===== config.mk =====
export PLATFORM = sky130hd
export DESIGN_NAME = jump_reset_running_mean_top
export DESIGN_NICKNAME = d
export VERILOG_FILES = /design/src/jrrm_pkg.sv /design/src/jrrm_regs.sv /design/src/jrrm_div.sv /design/src/jump_reset_running_mean_top.sv
export SDC_FILE = /design/constraint.sdc
export NUM_CORES = 1
export LEC_CHECK = 0
export BUFFER_PORTS_ARGS = -buffer_cell sky130_fd_sc_hd__buf_4
export CORE_AREA = 2 2 265 267
export CTS_CLUSTER_DIAMETER = 50
export CTS_CLUSTER_SIZE = 40
export DETAILED_ROUTE_END_ITERATION = 12
export DIE_AREA = 0 0 267 269
export GPL_TIMING_DRIVEN = 0
export SYNTH_ARGS = -nofsm -noshare
export SYNTH_HDL_FRONTEND = slang
export SYNTH_SLANG_ARGS = --single-unit

===== constraint.sdc =====
create_clock -name clk_i -period 20.1 [get_ports clk_i]
set_clock_uncertainty 0.2 [all_clocks]
set_input_delay 1.005 -clock clk_i [delete_from_list [all_inputs] [get_ports clk_i]]
set_output_delay 1.005 -clock clk_i [all_outputs]
set_load 0.05 [all_outputs]

===== src/jrrm_pkg.sv =====
// ----------------------------------------------------------------------------
// jrrm_pkg
// Shared widths, register map, reset values and types of the jump-reset
// running mean block.
// ----------------------------------------------------------------------------
package jrrm_pkg;

  localparam int POS_W     = 32;                 // position sample / mean width
  localparam int CNT_W     = 16;                 // sample count width
  localparam int WIN_W     = 20;                 // window register width
  localparam int NUM_AXES  = 3;
  localparam int AXIS_W    = 2;
  localparam int DIV_STEPS = WIN_W / 2;          // radix-4: two quotient bits a cycle
  localparam int DCNT_W    = $clog2(DIV_STEPS + 1);
  localparam int ADDR_W    = 4;
  localparam int DATA_W    = 32;

  localparam logic [AXIS_W-1:0] AXIS_X = 2'd0;
  localparam logic [AXIS_W-1:0] AXIS_Z = 2'd2;

  localparam logic [CNT_W-1:0] CNT_MAX = {CNT_W{1'b1}};

  // register indexes (byte address / 4)
  localparam logic [1:0] REG_WINDOW_XY = 2'd0;
  localparam logic [1:0] REG_WINDOW_Z  = 2'd1;
  localparam logic [1:0] REG_CAP_XY    = 2'd2;
  localparam logic [1:0] REG_CAP_Z     = 2'd3;

  localparam logic [WIN_W-1:0] WINDOW_XY_RST = 20'd512;
  localparam logic [WIN_W-1:0] WINDOW_Z_RST  = 20'd3840;
  localparam logic [CNT_W-1:0] CAP_XY_RST    = 16'd1000;
  localparam logic [CNT_W-1:0] CAP_Z_RST     = 16'd2000;

  typedef struct packed {
    logic [WIN_W-1:0] window_xy;
    logic [WIN_W-1:0] window_z;
    logic [CNT_W-1:0] cap_xy;
    logic [CNT_W-1:0] cap_z;
  } cfg_t;

endpackage


===== src/jrrm_regs.sv =====
// ----------------------------------------------------------------------------
// jrrm_regs
// APB-style configuration registers: windows and count caps.
// ----------------------------------------------------------------------------
module jrrm_regs (
  input  logic                          clk_i,
  input  logic                          rst_ni,
  input  logic                          psel,
  input  logic                          penable,
  input  logic                          pwrite,
  input  logic [jrrm_pkg::ADDR_W-1:0]   paddr,
  input  logic [jrrm_pkg::DATA_W-1:0]   pwdata,
  output logic [jrrm_pkg::DATA_W-1:0]   prdata,
  output logic                          pready,
  output jrrm_pkg::cfg_t                cfg_o
);
  import jrrm_pkg::*;

  cfg_t       cfg_q;
  logic       wr_en;
  logic [1:0] reg_idx;

  assign pready  = 1'b1;
  assign wr_en   = psel && penable && pwrite;
  assign reg_idx = paddr[3:2];

  always_ff @(posedge clk_i or negedge rst_ni) begin
    if (!rst_ni) begin
      cfg_q.window_xy <= WINDOW_XY_RST;
      cfg_q.window_z  <= WINDOW_Z_RST;
      cfg_q.cap_xy    <= CAP_XY_RST;
      cfg_q.cap_z     <= CAP_Z_RST;
    end else if (wr_en) begin
      case (reg_idx)
        REG_WINDOW_XY: cfg_q.window_xy <= pwdata[WIN_W-1:0];
        REG_WINDOW_Z:  cfg_q.window_z  <= pwdata[WIN_W-1:0];
        REG_CAP_XY:    cfg_q.cap_xy    <= pwdata[CNT_W-1:0];
        REG_CAP_Z:     cfg_q.cap_z     <= pwdata[CNT_W-1:0];
        default: ;
      endcase
    end
  end

  always_comb begin
    case (reg_idx)
      REG_WINDOW_XY: prdata = {{(DATA_W-WIN_W){1'b0}}, cfg_q.window_xy};
      REG_WINDOW_Z:  prdata = {{(DATA_W-WIN_W){1'b0}}, cfg_q.window_z};
      REG_CAP_XY:    prdata = {{(DATA_W-CNT_W){1'b0}}, cfg_q.cap_xy};
      REG_CAP_Z:     prdata = {{(DATA_W-CNT_W){1'b0}}, cfg_q.cap_z};
      default:       prdata = '0;
    endcase
  end

  assign cfg_o = cfg_q;

endmodule


===== src/jrrm_div.sv =====
// ----------------------------------------------------------------------------
// jrrm_div
// Digit-serial restoring divider, two quotient bits per cycle, shared by
// the three axes. Dividend is a window-bounded magnitude, divisor a count.
// ----------------------------------------------------------------------------
module jrrm_div (
  input  logic                         clk_i,
  input  logic                         rst_ni,
  input  logic                         start_i,
  input  logic [jrrm_pkg::WIN_W-1:0]   dividend_i,
  input  logic [jrrm_pkg::CNT_W-1:0]   divisor_i,
  output logic                         busy_o,
  output logic [jrrm_pkg::WIN_W-1:0]   quot_o
);
  import jrrm_pkg::*;

  logic              busy_q;
  logic [DCNT_W-1:0] step_q;
  logic [WIN_W-1:0]  num_q;
  logic [WIN_W-1:0]  quot_q;
  logic [CNT_W-1:0]  den_q;
  logic [CNT_W-1:0]  rem_q;
  logic [CNT_W-1:0]  rem_mid;
  logic [CNT_W-1:0]  rem_d;
  logic [CNT_W:0]    t1;
  logic [CNT_W:0]    t2;
  logic              ge1;
  logic              ge2;

  // two chained restoring steps on a narrow remainder
  always_comb begin
    t1      = {rem_q, num_q[WIN_W-1]};
    ge1     = (t1 >= {1'b0, den_q});
    rem_mid = ge1 ? CNT_W'(t1 - {1'b0, den_q}) : t1[CNT_W-1:0];
    t2      = {rem_mid, num_q[WIN_W-2]};
    ge2     = (t2 >= {1'b0, den_q});
    rem_d   = ge2 ? CNT_W'(t2 - {1'b0, den_q}) : t2[CNT_W-1:0];
  end

  always_ff @(posedge clk_i or negedge rst_ni) begin
    if (!rst_ni) begin
      busy_q <= 1'b0;
      step_q <= '0;
    end else if (start_i) begin
      busy_q <= 1'b1;
      step_q <= DCNT_W'(DIV_STEPS);
    end else if (busy_q) begin
      step_q <= step_q - 1'b1;
      if (step_q == DCNT_W'(1)) begin
        busy_q <= 1'b0;
      end
    end
  end

  always_ff @(posedge clk_i) begin
    if (start_i) begin
      num_q  <= dividend_i;
      den_q  <= divisor_i;
      rem_q  <= '0;
      quot_q <= '0;
    end else if (busy_q) begin
      num_q  <= {num_q[WIN_W-3:0], 2'b00};
      rem_q  <= rem_d;
      quot_q <= {quot_q[WIN_W-3:0], ge1, ge2};
    end
  end

  assign busy_o = busy_q;
  assign quot_o = quot_q;

endmodule


===== src/jump_reset_running_mean_top.sv =====
// ----------------------------------------------------------------------------
// jump_reset_running_mean_top
// Three-axis running mean with jump reset on out-of-window samples.
//
//   channel  direction  handshake                 payload
//   in       sink       in_valid_i / in_stall_o   sample_x_i, sample_y_i, sample_z_i
//   out      source     out_valid_o / out_stall_i mean_x_o, mean_y_o, mean_z_o
//   cfg      sink       psel/penable/pwrite       paddr, pwdata, prdata, pready
//
// An item runs per axis through a difference and window check, a division
// in the shared serial divider (two quotient bits a cycle) and an update;
// an out-of-window axis jumps at its check and skips the division. Most of
// an item's time goes to the serial divider. One item is worked at a time.
// Reset clears means, counts and registers to their reset values.
// A stalled result waits in the output register; the next sample is taken
// meanwhile and holds at its end until the output register frees up.
// ----------------------------------------------------------------------------
module jump_reset_running_mean_top (
  input  logic                         clk_i,
  input  logic                         rst_ni,
  input  logic                         in_valid_i,
  output logic                         in_stall_o,
  input  logic signed [31:0]           sample_x_i,
  input  logic signed [31:0]           sample_y_i,
  input  logic signed [31:0]           sample_z_i,
  output logic                         out_valid_o,
  input  logic                         out_stall_i,
  output logic signed [31:0]           mean_x_o,
  output logic signed [31:0]           mean_y_o,
  output logic signed [31:0]           mean_z_o,
  input  logic                         psel,
  input  logic                         penable,
  input  logic                         pwrite,
  input  logic [jrrm_pkg::ADDR_W-1:0]  paddr,
  input  logic [jrrm_pkg::DATA_W-1:0]  pwdata,
  output logic [jrrm_pkg::DATA_W-1:0]  prdata,
  output logic                         pready
);
  import jrrm_pkg::*;

  localparam logic [1:0] ST_IDLE = 2'd0;
  localparam logic [1:0] ST_DIFF = 2'd1;
  localparam logic [1:0] ST_DIV  = 2'd2;
  localparam logic [1:0] ST_FIN  = 2'd3;

  cfg_t              cfg;
  logic [1:0]        state_q, state_d;
  logic [AXIS_W-1:0] axis_q, axis_d;
  logic [POS_W-1:0]  samp_q [NUM_AXES];
  logic [POS_W-1:0]  avg_q  [NUM_AXES];
  logic [CNT_W-1:0]  cnt_q  [NUM_AXES];
  logic [POS_W-1:0]  mean_q [NUM_AXES];
  logic              out_valid_q;
  logic [CNT_W-1:0]  inc_q, inc_d;
  logic              neg_q;

  logic              in_acc;
  logic [POS_W-1:0]  cur_samp;
  logic [POS_W-1:0]  cur_avg;
  logic [CNT_W-1:0]  cur_cnt;
  logic [WIN_W-1:0]  cur_win;
  logic [CNT_W-1:0]  cur_cap;
  logic [POS_W:0]    diff;
  logic [POS_W:0]    mag;
  logic              in_win;
  logic [POS_W-1:0]  quot_s;
  logic              div_start;
  logic              div_busy;
  logic [WIN_W-1:0]  quot;
  logic              avg_we;
  logic [POS_W-1:0]  avg_wd;
  logic [CNT_W-1:0]  cnt_wd;
  logic              out_load;

  jrrm_regs u_regs (
    .clk_i   (clk_i),
    .rst_ni  (rst_ni),
    .psel    (psel),
    .penable (penable),
    .pwrite  (pwrite),
    .paddr   (paddr),
    .pwdata  (pwdata),
    .prdata  (prdata),
    .pready  (pready),
    .cfg_o   (cfg)
  );

  jrrm_div u_div (
    .clk_i      (clk_i),
    .rst_ni     (rst_ni),
    .start_i    (div_start),
    .dividend_i (mag[WIN_W-1:0]),
    .divisor_i  (inc_d),
    .busy_o     (div_busy),
    .quot_o     (quot)
  );

  assign in_stall_o = (state_q != ST_IDLE);
  assign in_acc     = in_valid_i && !in_stall_o;

  always_comb begin
    cur_samp = samp_q[axis_q];
    cur_avg  = avg_q[axis_q];
    cur_cnt  = cnt_q[axis_q];
    cur_win  = (axis_q == AXIS_Z) ? cfg.window_z : cfg.window_xy;
    cur_cap  = (axis_q == AXIS_Z) ? cfg.cap_z : cfg.cap_xy;
    diff     = {cur_samp[POS_W-1], cur_samp} - {cur_avg[POS_W-1], cur_avg};
    mag      = diff[POS_W] ? (POS_W+1)'(-diff) : diff;
    // strictly inside the window; magnitude then fits the window width
    in_win   = (mag < {{(POS_W+1-WIN_W){1'b0}}, cur_win});
    inc_d    = (cur_cnt == CNT_MAX) ? cur_cnt : CNT_W'(cur_cnt + 1'b1);
    quot_s   = neg_q ? POS_W'(-{{(POS_W-WIN_W){1'b0}}, quot})
                     : {{(POS_W-WIN_W){1'b0}}, quot};
  end

  always_comb begin
    state_d   = state_q;
    axis_d    = axis_q;
    div_start = 1'b0;
    avg_we    = 1'b0;
    avg_wd    = cur_samp;
    cnt_wd    = '0;
    out_load  = 1'b0;
    case (state_q)
      ST_IDLE: begin
        if (in_acc) begin
          state_d = ST_DIFF;
          axis_d  = AXIS_X;
        end
      end
      ST_DIFF: begin
        if (in_win) begin
          div_start = 1'b1;
          state_d   = ST_DIV;
        end else begin
          // jump: mean takes the sample, count restarts
          avg_we = 1'b1;
          if (axis_q == AXIS_Z) begin
            state_d = ST_FIN;
          end else begin
            axis_d  = AXIS_W'(axis_q + 1'b1);
          end
        end
      end
      ST_DIV: begin
        if (!div_busy) begin
          avg_we = 1'b1;
          avg_wd = POS_W'(cur_avg + quot_s);
          cnt_wd = (inc_q > cur_cap) ? cur_cap : inc_q;
          if (axis_q == AXIS_Z) begin
            state_d = ST_FIN;
          end else begin
            axis_d  = AXIS_W'(axis_q + 1'b1);
            state_d = ST_DIFF;
          end
        end
      end
      ST_FIN: begin
        if (!out_valid_q || !out_stall_i) begin
          out_load = 1'b1;
          state_d  = ST_IDLE;
        end
      end
      default: state_d = ST_IDLE;
    endcase
  end

  always_ff @(posedge clk_i or negedge rst_ni) begin
    if (!rst_ni) begin
      state_q     <= ST_IDLE;
      axis_q      <= AXIS_X;
      out_valid_q <= 1'b0;
      for (int i = 0; i < NUM_AXES; i++) begin
        avg_q[i] <= '0;
        cnt_q[i] <= '0;
      end
    end else begin
      state_q <= state_d;
      axis_q  <= axis_d;
      if (avg_we) begin
        avg_q[axis_q] <= avg_wd;
        cnt_q[axis_q] <= cnt_wd;
      end
      if (out_load) begin
        out_valid_q <= 1'b1;
      end else if (out_valid_q && !out_stall_i) begin
        out_valid_q <= 1'b0;
      end
    end
  end

  always_ff @(posedge clk_i) begin
    if (in_acc) begin
      samp_q[0] <= sample_x_i;
      samp_q[1] <= sample_y_i;
      samp_q[2] <= sample_z_i;
    end
    if (div_start) begin
      inc_q <= inc_d;
      neg_q <= diff[POS_W];
    end
    if (out_load) begin
      for (int i = 0; i < NUM_AXES; i++) begin
        mean_q[i] <= avg_q[i];
      end
    end
  end

  assign out_valid_o = out_valid_q;
  assign mean_x_o    = mean_q[0];
  assign mean_y_o    = mean_q[1];
  assign mean_z_o    = mean_q[2];

  // an accepted sample starts on the first axis
  a_start: assert property (@(posedge clk_i) disable iff (!rst_ni)
    in_acc |=> (state_q == ST_DIFF) && (axis_q == AXIS_X))
    else $error("sample transfer did not start the first axis");

  // the divider only runs while the sequencer waits on it
  a_div_busy: assert property (@(posedge clk_i) disable iff (!rst_ni)
    div_busy |-> (state_q == ST_DIV))
    else $error("divider busy outside the divide state");

  // results are released only after the last axis
  a_fin_axis: assert property (@(posedge clk_i) disable iff (!rst_ni)
    (state_q == ST_FIN) |-> (axis_q == AXIS_Z))
    else $error("finish reached before the last axis");

  // a new result is loaded only when the output register frees up
  a_out_load: assert property (@(posedge clk_i) disable iff (!rst_ni)
    out_load |-> (!out_valid_q || !out_stall_i))
    else $error("result overwritten while a transfer waits");

endmodule


### Word level (Yosys, flattened, before mapping)

Memories as Yosys holds them, arrays and structs flattened.
Cells that the tools add are included.
Widths: inputs -> output; s select.

* register bits after elaboration: 299
* bits in latches: 0
* bits in writable memories: 192
* ROM bits: 0
* input bits: 139
* memories kept: 2

* add/sub/neg operators: 9
* multipliers: 0
* div/mod/pow operators: 0
* $lt $le $gt $ge: 6
* equality and inequality tests: 14
* shift-type cells: 0
* muxes and demuxes: 57
* bitwise operators: 1
* reductions and logical operators: 21

Memory list
* mean_q: words 3, width 32, rd ports 3, clocked after memory_dff 0, wr ports 3, line jump_reset_running_mean_top.sv:52 `logic [POS_W-1:0] mean_q [NUM_AXES];`
* samp_q: words 3, width 32, rd ports 1, clocked after memory_dff 0, wr ports 3, line jump_reset_running_mean_top.sv:49 `logic [POS_W-1:0] samp_q [NUM_AXES];`

Operators with widths (count)
* $mux 32: 6
* $mux 16: 10
* $pmux 32 s4: 1
* $bwmux 96: 1
* $bmux 32 s2: 1
* $demux 32 s2: 1
* $mux 20: 3
* $bwmux 48: 1
* $ge 17x16->1: 2
* $lt 33x20->1: 1
* $mux 33: 1
* $neg 33->33: 1
* $sub 32x32->33: 1
* $add 32x32->32: 1
* $bmux 16 s2: 1
* $demux 16 s2: 1
* $neg 20->32: 1
* $sub 16x16->16: 2
* $mux 2: 10
* $add 16x1->16 const B: 1
* $eq 16x16->1 const B: 1
* $gt 16x16->1: 1
* $mux 1: 15
* $eq 2x2->1 const B: 5
* other kinds (21): 39

### Logic depth before layout (Yosys ltp)

Gate-level depths: netlist of the first run.

* word-level depth: 11
* depth in mapped cells: 38

### Modules after synthesis

Synthesis of the first run repeated with hierarchy kept, for this count alone.

* cell total of the unflattened synthesis: 2608
* area, all modules: 28906.5 um^2

Modules (own cells, without submodules)
* jump_reset_running_mean_top: instances 1, cells an instance 1930, area each 20903.8 um^2, seq. area each 10004.6 um^2
* jrrm_div: instances 1, cells an instance 476, area each 4688.2 um^2, seq. area each 1926.8 um^2
* jrrm_regs: instances 1, cells an instance 202, area each 3314.4 um^2, seq. area each 1823.0 um^2

### Worst setup path after synthesis of the first run

OpenSTA, ideal clock, no wires.

* kind: reg-to-reg
* start: reg axis_q[1]
* end: reg neg_q (enable)
* data arrival time: 8.520 ns
* required time: 19.547 ns
* setup slack: 11.027 ns
* stages on the path, launching flop included: 36
* clock period less this slack: 9.073 ns
* cell sequence: dfrtp_1 -> clkbuf_1 -> clkbuf_1 -> clkbuf_1 -> clkbuf_1 -> buf_1 -> mux2i_1 -> nor2_1 -> a21oi_1 -> inv_1 -> fa_1 -> nand2b_1 -> a21oi_2 -> o21a_1 -> o211ai_1 -> a21o_1 -> o31ai_1 -> inv_1 -> clkbuf_1 -> clkbuf_1 -> o31ai_1 -> xnor2_1 -> ha_1 -> a21o_1 -> a21o_1 -> a211oi_1 -> o41ai_1 -> a22o_1 -> a21boi_0 -> nor4b_1 -> a31o_2 -> nand4_1 -> or4_4 -> nor4b_1 -> clkbuf_1 -> buf_2

* longest elaborated chain between the ends: 10

Ends and longest elaborated chain
* start, declared: line jump_reset_running_mean_top.sv:48 `logic [AXIS_W-1:0] axis_q, axis_d;`
* start signal, assigned: line jump_reset_running_mean_top.sv:179 `axis_q <= axis_d;`
* $not 2->3 (not written as such): line jump_reset_running_mean_top.sv:103 `cur_avg = avg_q[axis_q];`
* $bmux 32 s2: line jump_reset_running_mean_top.sv:103
* $mux 32 (not written as such) (2 in series): line jump_reset_running_mean_top.sv:103
* $sub 32x32->33 (*): line jump_reset_running_mean_top.sv:107 `diff = {cur_samp[POS_W-1], cur_samp} - {cur_avg[POS_W-1], cur_avg};`
* named net diff[32]: line jump_reset_running_mean_top.sv:63 `logic [POS_W:0] diff;`
* $neg 33->33: line jump_reset_running_mean_top.sv:108 `mag = diff[POS_W] ? (POS_W+1)'(-diff) : diff;`
* $mux 33 (*): line jump_reset_running_mean_top.sv:108
* $lt 33x20->1 (*): line jump_reset_running_mean_top.sv:110 `in_win = (mag < {{(POS_W+1-WIN_W){1'b0}}, cur_win});`
* $mux 1 (*): line jump_reset_running_mean_top.sv:132 `if (in_win) begin`
* $mux 1 (*): line jump_reset_running_mean_top.sv:124 `case (state_q)`
* end signal, assigned: line jump_reset_running_mean_top.sv:200 `neg_q <= diff[POS_W];`
* end, declared: line jump_reset_running_mean_top.sv:55 `logic neg_q;`

The timed path passes the listed nets; every way through them passes the cells marked *. The select of a mux whose other input is x is not followed.
A chain may end at the register's enable or synchronous reset.

### Worst setup path in the final report of the first run

* start: reg axis_q[1]
* end: reg u_div.den_q[2] (enable)

* longest elaborated chain between the ends: 10

Ends and longest elaborated chain
* $not 2->3 (not written as such): line jump_reset_running_mean_top.sv:103
* $bmux 32 s2: line jump_reset_running_mean_top.sv:103
* $mux 32 (not written as such) (2 in series): line jump_reset_running_mean_top.sv:103
* $sub 32x32->33 (*): line jump_reset_running_mean_top.sv:107
* named net diff[32]: line jump_reset_running_mean_top.sv:63
* $neg 33->33: line jump_reset_running_mean_top.sv:108
* $mux 33 (*): line jump_reset_running_mean_top.sv:108
* $lt 33x20->1 (*): line jump_reset_running_mean_top.sv:110
* $mux 1 (*): line jump_reset_running_mean_top.sv:132
* $mux 1 (*): line jump_reset_running_mean_top.sv:124
* end signal, assigned: line jrrm_div.sv:58 `den_q <= divisor_i;`
* end, declared: line jrrm_div.sv:21 `logic [CNT_W-1:0] den_q;`

Marks and branches as above.

==> impl_results.md, run 1 <==
- Outcome: completed
- Row cnt: 97
- Total GRT Usage: 22.4%
- Number of synthesized register bits: 491
- Die H: 269 µm
- Final Cycle Share: 66.0%
- Kind of critical path: flip-flop to flip-flop
- Biggest area consumer among synthesized cells: edfxtp_1
- Clock sink count: 491
- Area share of the largest cell type after synthesis: 24.6%
- Ys Warns: 0
- TritonCTS clock tree: yes
- Final hold vios: 0
- Vias in the first global route: 21100
- Total die area: 71800 µm²
- Remaining Overflow, GRT: 0
- Fin nets: 3152
- Placer Congestion: 0.899
- Netlist cell types: 89
- Global-route wire length before repair: 124000 µm
- Post-synth EDFFs: 229
- CP max-delay cell: clkbuf_1
- Core Region: 69300 µm²
- Count leader, synth: edfxtp_1
- Max Cap Viol: 0
- Area contributors post-synth: edfxtp_1 (25%), dfrtp_1 (19%), mux2_2 (7.6%), ha_1 (6.4%), mux2i_1 (5.7%)
- H-tree levels: 2
- Post-route ant nets: 0
- Syn Std Cell Area: 28000 µm²
- Worst Path Required: 20130 ps
- Vias: 21200
- Pre-antenna DRT Iters: 5
- HP Class: primary input to asynchronous set/reset pin
- N_diodes: 0
- R2R cell count: 35
- Port buffer count: 240
- Final Critical Period: 13260 ps
- Initial antenna violation count: 0
- Unrepaired setup endpoints after global routing: no
- # DRC: 0
- CTS resizes: 0
- Synth top cells by count: edfxtp_1 (229), dfrtp_1 (209), nand2_1 (193)
- Io pins: 270
- Setup bufs post-CTS: 0
- Starting Density: 40.4%
- Largest net degree at the start of global routing: 128
- Worst Path Arrival: 13290 ps
- Final setup violation count: 0
- WL/cell: 21.0 µm
- Sequential share of the synthesized area: 47.5%
- Syn avg cell area: 11.0 µm²
- Initial DRC count: 1769
- Crit end category: flip-flop
- Most used cell, CP: clkbuf_1
- Clock latency on the worst-skew pair: 630 ps
- Layout fillers: 6294
- Die width: 267 µm
- WL final: 80900 µm
- Layout area overhead: 18.1%
- Fmax: 0.0754 GHz
- Slowest stage delay, CP: 950 ps
- CTS Buffer Depth: 3
- Slew Limit Fails: 0
- Fraction of registers with async set/reset: 46.0%
- Detailed Place HPWL: 62200 µm
- Crit path max fanout: 26
- Layout cells sized above 1: 22.1%
- Clock root cell: clkbuf_16
- Clock transition at the registers of the reported paths: 70 ps
- Num CTS Buffers: 54
- Pin slew with the least headroom to its limit: 1350 ps
- Synthesized netlist cell count: 2554
- Setup TNS Final: 0 ps
- Max transition margin: 10.0%
- Startpoint types: flip-flop
- Hold bufs inserted after CTS: 0
- Predominant post-synthesis flop cell: edfxtp_1
- Vias per cell: 5.50
cell families (layout without fill, tap and decap cells):
| kind of cell | count (synthesis) | in the layout | synth area share [%] |
|---|---|---|---|
| and+or+nand+nor | 583 | 583 | 10.0 |
| adders and majority gates | 147 | 147 | 6.68 |
| AOI/OAI and AO/OA | 574 | 574 | 13.0 |
| DFF | 491 | 491 | 47.5 |
| buffers and inverters | 265 | 612 | 4.06 |
| other | 2 | 13 | 0.0268 |
| muxes | 376 | 376 | 15.2 |
| xor gates and xnor gates | 116 | 116 | 3.63 |
placed cells by master, fill, tap and decap left out, types with 11 or more instances in the layout:
master / instances
o21bai_1: 11
xor2_1: 33
inv_1: 135
xnor2_1: 83
mux4_2: 16
nor2_1: 164
clkbuf_16: 56
nand2b_1: 25
mux2i_1: 160
dfstp_2: 17
a21o_1: 37
nand2_1: 193
o22ai_1: 55
ha_1: 143
conb_1: 13
nor3_1: 25
dfxtp_1: 36
dfrtp_1: 209
mux2_2: 190
and3_1: 15
nand4_1: 25
buf_4: 252
and2_1: 14
a211oi_1: 24
o21a_1: 28
o31ai_1: 16
nor2b_1: 20
buf_1: 14
clkbuf_1: 78
or3_1: 12
nand3_1: 40
edfxtp_1: 229
a31oi_1: 14
a21oi_1: 148
o21ai_0: 143
buf_2: 19
final timing paths:
path	from	end	slack [ps]
min in group clk_i	avg_q[32]$_DFFE_PN0P_	mean_q[0][32]$_DFFE_PP_	250
max	axis_q[1]$_DFFE_PN0P_	u_div.den_q[2]$_DFFE_PN_	6840
min	rst_ni	avg_q[25]$_DFFE_PN0P_	200
max reg2reg	axis_q[1]$_DFFE_PN0P_	u_div.den_q[2]$_DFFE_PN_	6840
max in group asynchronous	rst_ni	cnt_q[17]$_DFFE_PN0P_	18370
min reg2reg	avg_q[32]$_DFFE_PN0P_	mean_q[0][32]$_DFFE_PP_	250
through the flow:
step,instances,util (%),setup slack [ps],cell area [µm²],hold slack [ps]
4_1_cts,3852,47.7,6810,33000,240
3_3_place_gp,3745,44.7,7050,31000,250
2_1_floorplan,2565,-,11030,28000,242
6_report,3852,47.7,6840,33000,201
5_1_grt,3852,47.7,5940,33000,272
3_5_place_dp,3750,44.9,6860,31100,257
state kept, by name, summed over array words and instances (netlist names), 2 cells and up:
register / cells
avg_q: 96
mean_q: 96
axis_q: 2
u_div.den_q: 16
u_div.num_q: 20
u_regs.cfg_o: 72
state_q: 2
u_div.quot_o: 20
samp_q: 96
u_div.step_q: 4
cnt_q: 48
u_div.rem_q: 16
worst max-delay path: cells and delay by family, from the launching register on:
kind	cells	cell delay, ps
xor+xnor	1	220
mux	1	260
simple gates	6	1990
compound gates	14	3350
buf+inv	11	5730
fa+ha+maj	2	740
flops	1	380
area by class of cell:
type | count | area [µm²] | area share (%)
Buffer | 130 | 628 | 1.90
Clock buffer | 62 | 1450 | 4.40
Clock inverter | 40 | 442 | 1.34
Inverter | 135 | 507 | 1.53
Multi-Input combinational cell | 1809 | 13600 | 41.2
Sequential cell | 491 | 13300 | 40.2
Tap cell | 940 | 1180 | 3.56
Timing Repair Buffer | 245 | 1930 | 5.85
routing by layer:
| layer | GRT usage, % | share of wire (%) | vias to the layer above |
|---|---|---|---|
| met5 | 0 | 0 | - |
| met4 | 5.45 | 2.2 | 0 |
| met3 | 3.95 | 6.2 | 100 |
| met2 | 36.5 | 47 | 626 |
| met1 | 31.0 | 45 | 10500 |
| li1 | - | - | 9982 |
Power of run 1 is not shown: default switching activity piles up to over one toggle a cycle in this logic, so the estimate is an artifact.
==> run 2, diff against run 1 <==
==> constraint.sdc (replaced) <==
create_clock -name clk_i -period 11.96 [get_ports clk_i]
set_clock_uncertainty 0.2 [all_clocks]
set_input_delay 0.598 -clock clk_i [delete_from_list [all_inputs] [get_ports clk_i]]
set_output_delay 0.598 -clock clk_i [all_outputs]
set_load 0.05 [all_outputs]
==> impl_results.md, run 2 (synthesis gave the netlist of run 1 again) <==
- Fin nets: 3251
- Clock transition at the registers of the reported paths: 60 ps
- Startpoint types: flip-flop
- TritonCTS clock tree: yes
- Worst Path Arrival: 11430 ps
- Layout area overhead: 21.8%
- WL final: 81900 µm
- Biggest regs: avg_q x96, mean_q x96, samp_q x96
- Fmax: 0.0879 GHz
- Area after DPL: 31100 µm²
- Final hold slack: 31.3 ps
- Starting Density: 40.4%
- Outcome: completed
- Total GRT Usage: 22.6%
- Largest net degree at the start of global routing: 128
- Max Cap Viol: 0
- Slowest stage delay, CP: 520 ps
- CP max-delay cell: buf_2
- Pin slew with the least headroom to its limit: 1360 ps
- Pre-antenna DRT Iters: 5
- Initial DRC count: 1710
- Finished Cell Area: 34100 µm²
- WL/cell: 20.7 µm
- Unrepaired setup endpoints after global routing: no
- Total die area: 71800 µm²
- Layout cells sized above 1: 21.8%
- Worst Path Required: 12010 ps
- Die width: 267 µm
- Fin cells: 3951
- Initial antenna violation count: 0
- Row cnt: 97
- Remaining Overflow, GRT: 0
- Detailed Place HPWL: 62200 µm
- Crit end category: flip-flop
- Commonest non-fill, non-tap cell in the layout: buf_4
- Commonest cells after routing, fill and taps aside: buf_4 (253), edfxtp_1 (229), dfrtp_1 (209), nand2_1 (193), mux2_2 (190)
- N_diodes: 0
- Max transition margin: 8.84%
- Clock sink count: 491
- CTS Buffer Depth: 3
- Num CTS Buffers: 54
- Slew Limit Fails: 0
- Vias per cell: 5.45
- Io pins: 270
- HP Class: primary input to flip-flop
- # DRC: 0
- Kind of critical path: flip-flop to flip-flop
- Port buffer count: 240
- Final Cycle Share: 95.1%
- Clock root cell: clkbuf_16
- Final setup violation count: 0
- Vias: 21500
- Vias in the first global route: 21600
- H-tree levels: 2
- Core Region: 69300 µm²
- Post-route ant nets: 0
- Placer Congestion: 0.899
- Clock latency on the worst-skew pair: 620 ps
- Crit path max fanout: 26
- Inst Count DP: 3750
- Final Critical Period: 11380 ps
- Die H: 269 µm
- Final hold vios: 0
- Most used cell, CP: clkbuf_1
- Setup bufs post-CTS: 0
- Global-route wire length before repair: 125000 µm
[run 2: changes by cell type in the layout (fill, tap and decap cells not counted), sizes merged]
| cell | before | now |
|---|---|---|
| buf | 300 | 298 |
| dlygate4sd3 | 0 | 99 |
| clkdlybuf4s15 | 0 | 2 |
[run 2: through the flow]
stage	setup WS [ps]	setup TNS (ps)	util, %
5_1_grt	6.82	0	49.2
3_5_place_dp	-1280	-159090	44.9
2_1_floorplan	2890	0	-
3_3_place_gp	-1090	-121820	44.7
4_1_cts	25.0	0	49.1
6_report	580	0	49.2
[run 2: cell type report]
class / count / area [µm²]
tap: 940 / 1180
fill: 6160 / 35200
clock inverter: 40 / 442
inverter: 135 / 507
sequential: 491 / 13300
multi-input combinational: 1809 / 13600
timing repair buffer: 344 / 2920
clock buffer: 62 / 1450
buffer: 130 / 656
[run 2: worst max-delay path: cells and delay by family (launching register included)]
kind | cells | cell delay (ps)
DFF | 1 | 380
buffers and inverters | 11 | 4510
AOI/OAI and AO/OA | 14 | 3120
and+or+nand+nor | 6 | 1630
muxes | 1 | 230
adders and majority gates | 2 | 620
xor gates and xnor gates | 1 | 290
[run 2: final timing paths]
check,startpoint,cells after the start,to,slack [ps]
min in group asynchronous,rst_ni,2,avg_q[25]$_DFFE_PN0P_,400
max in group asynchronous,rst_ni,3,u_regs.cfg_o[34]$_DFFE_PN0P_,10030
worst max-delay path,axis_q[1]$_DFFE_PN0P_,35,u_div.den_q[1]$_DFFE_PN_,580
worst min-delay path,out_stall_i,2,out_valid_o$_DFFE_PN0P_,30
worst max register to register,axis_q[1]$_DFFE_PN0P_,35,u_div.den_q[1]$_DFFE_PN_,580
worst min register to register,avg_q[0]$_DFFE_PN0P_,0,mean_q[0][64]$_DFFE_PP_,260
[run 2: timing repair]
action	in CTS	in global routing
hold endpoints to repair	199	0
resized for setup	11	9
pin swaps	0	0
hold buffers	99	0
endpoints found under the setup margin	245	137
[run 2: routing by layer]
layer  global-route usage [%]  routed length (µm)  vias to the layer above
met5                        0                   0                        -
met1                     31.1               36800                    10700
met3                     3.91                4780                       95
met2                     37.3               38600                      596
li1                         -                   -                    10200
met4                     5.47                1740                        0
Power of run 2 is left out for the same reason.
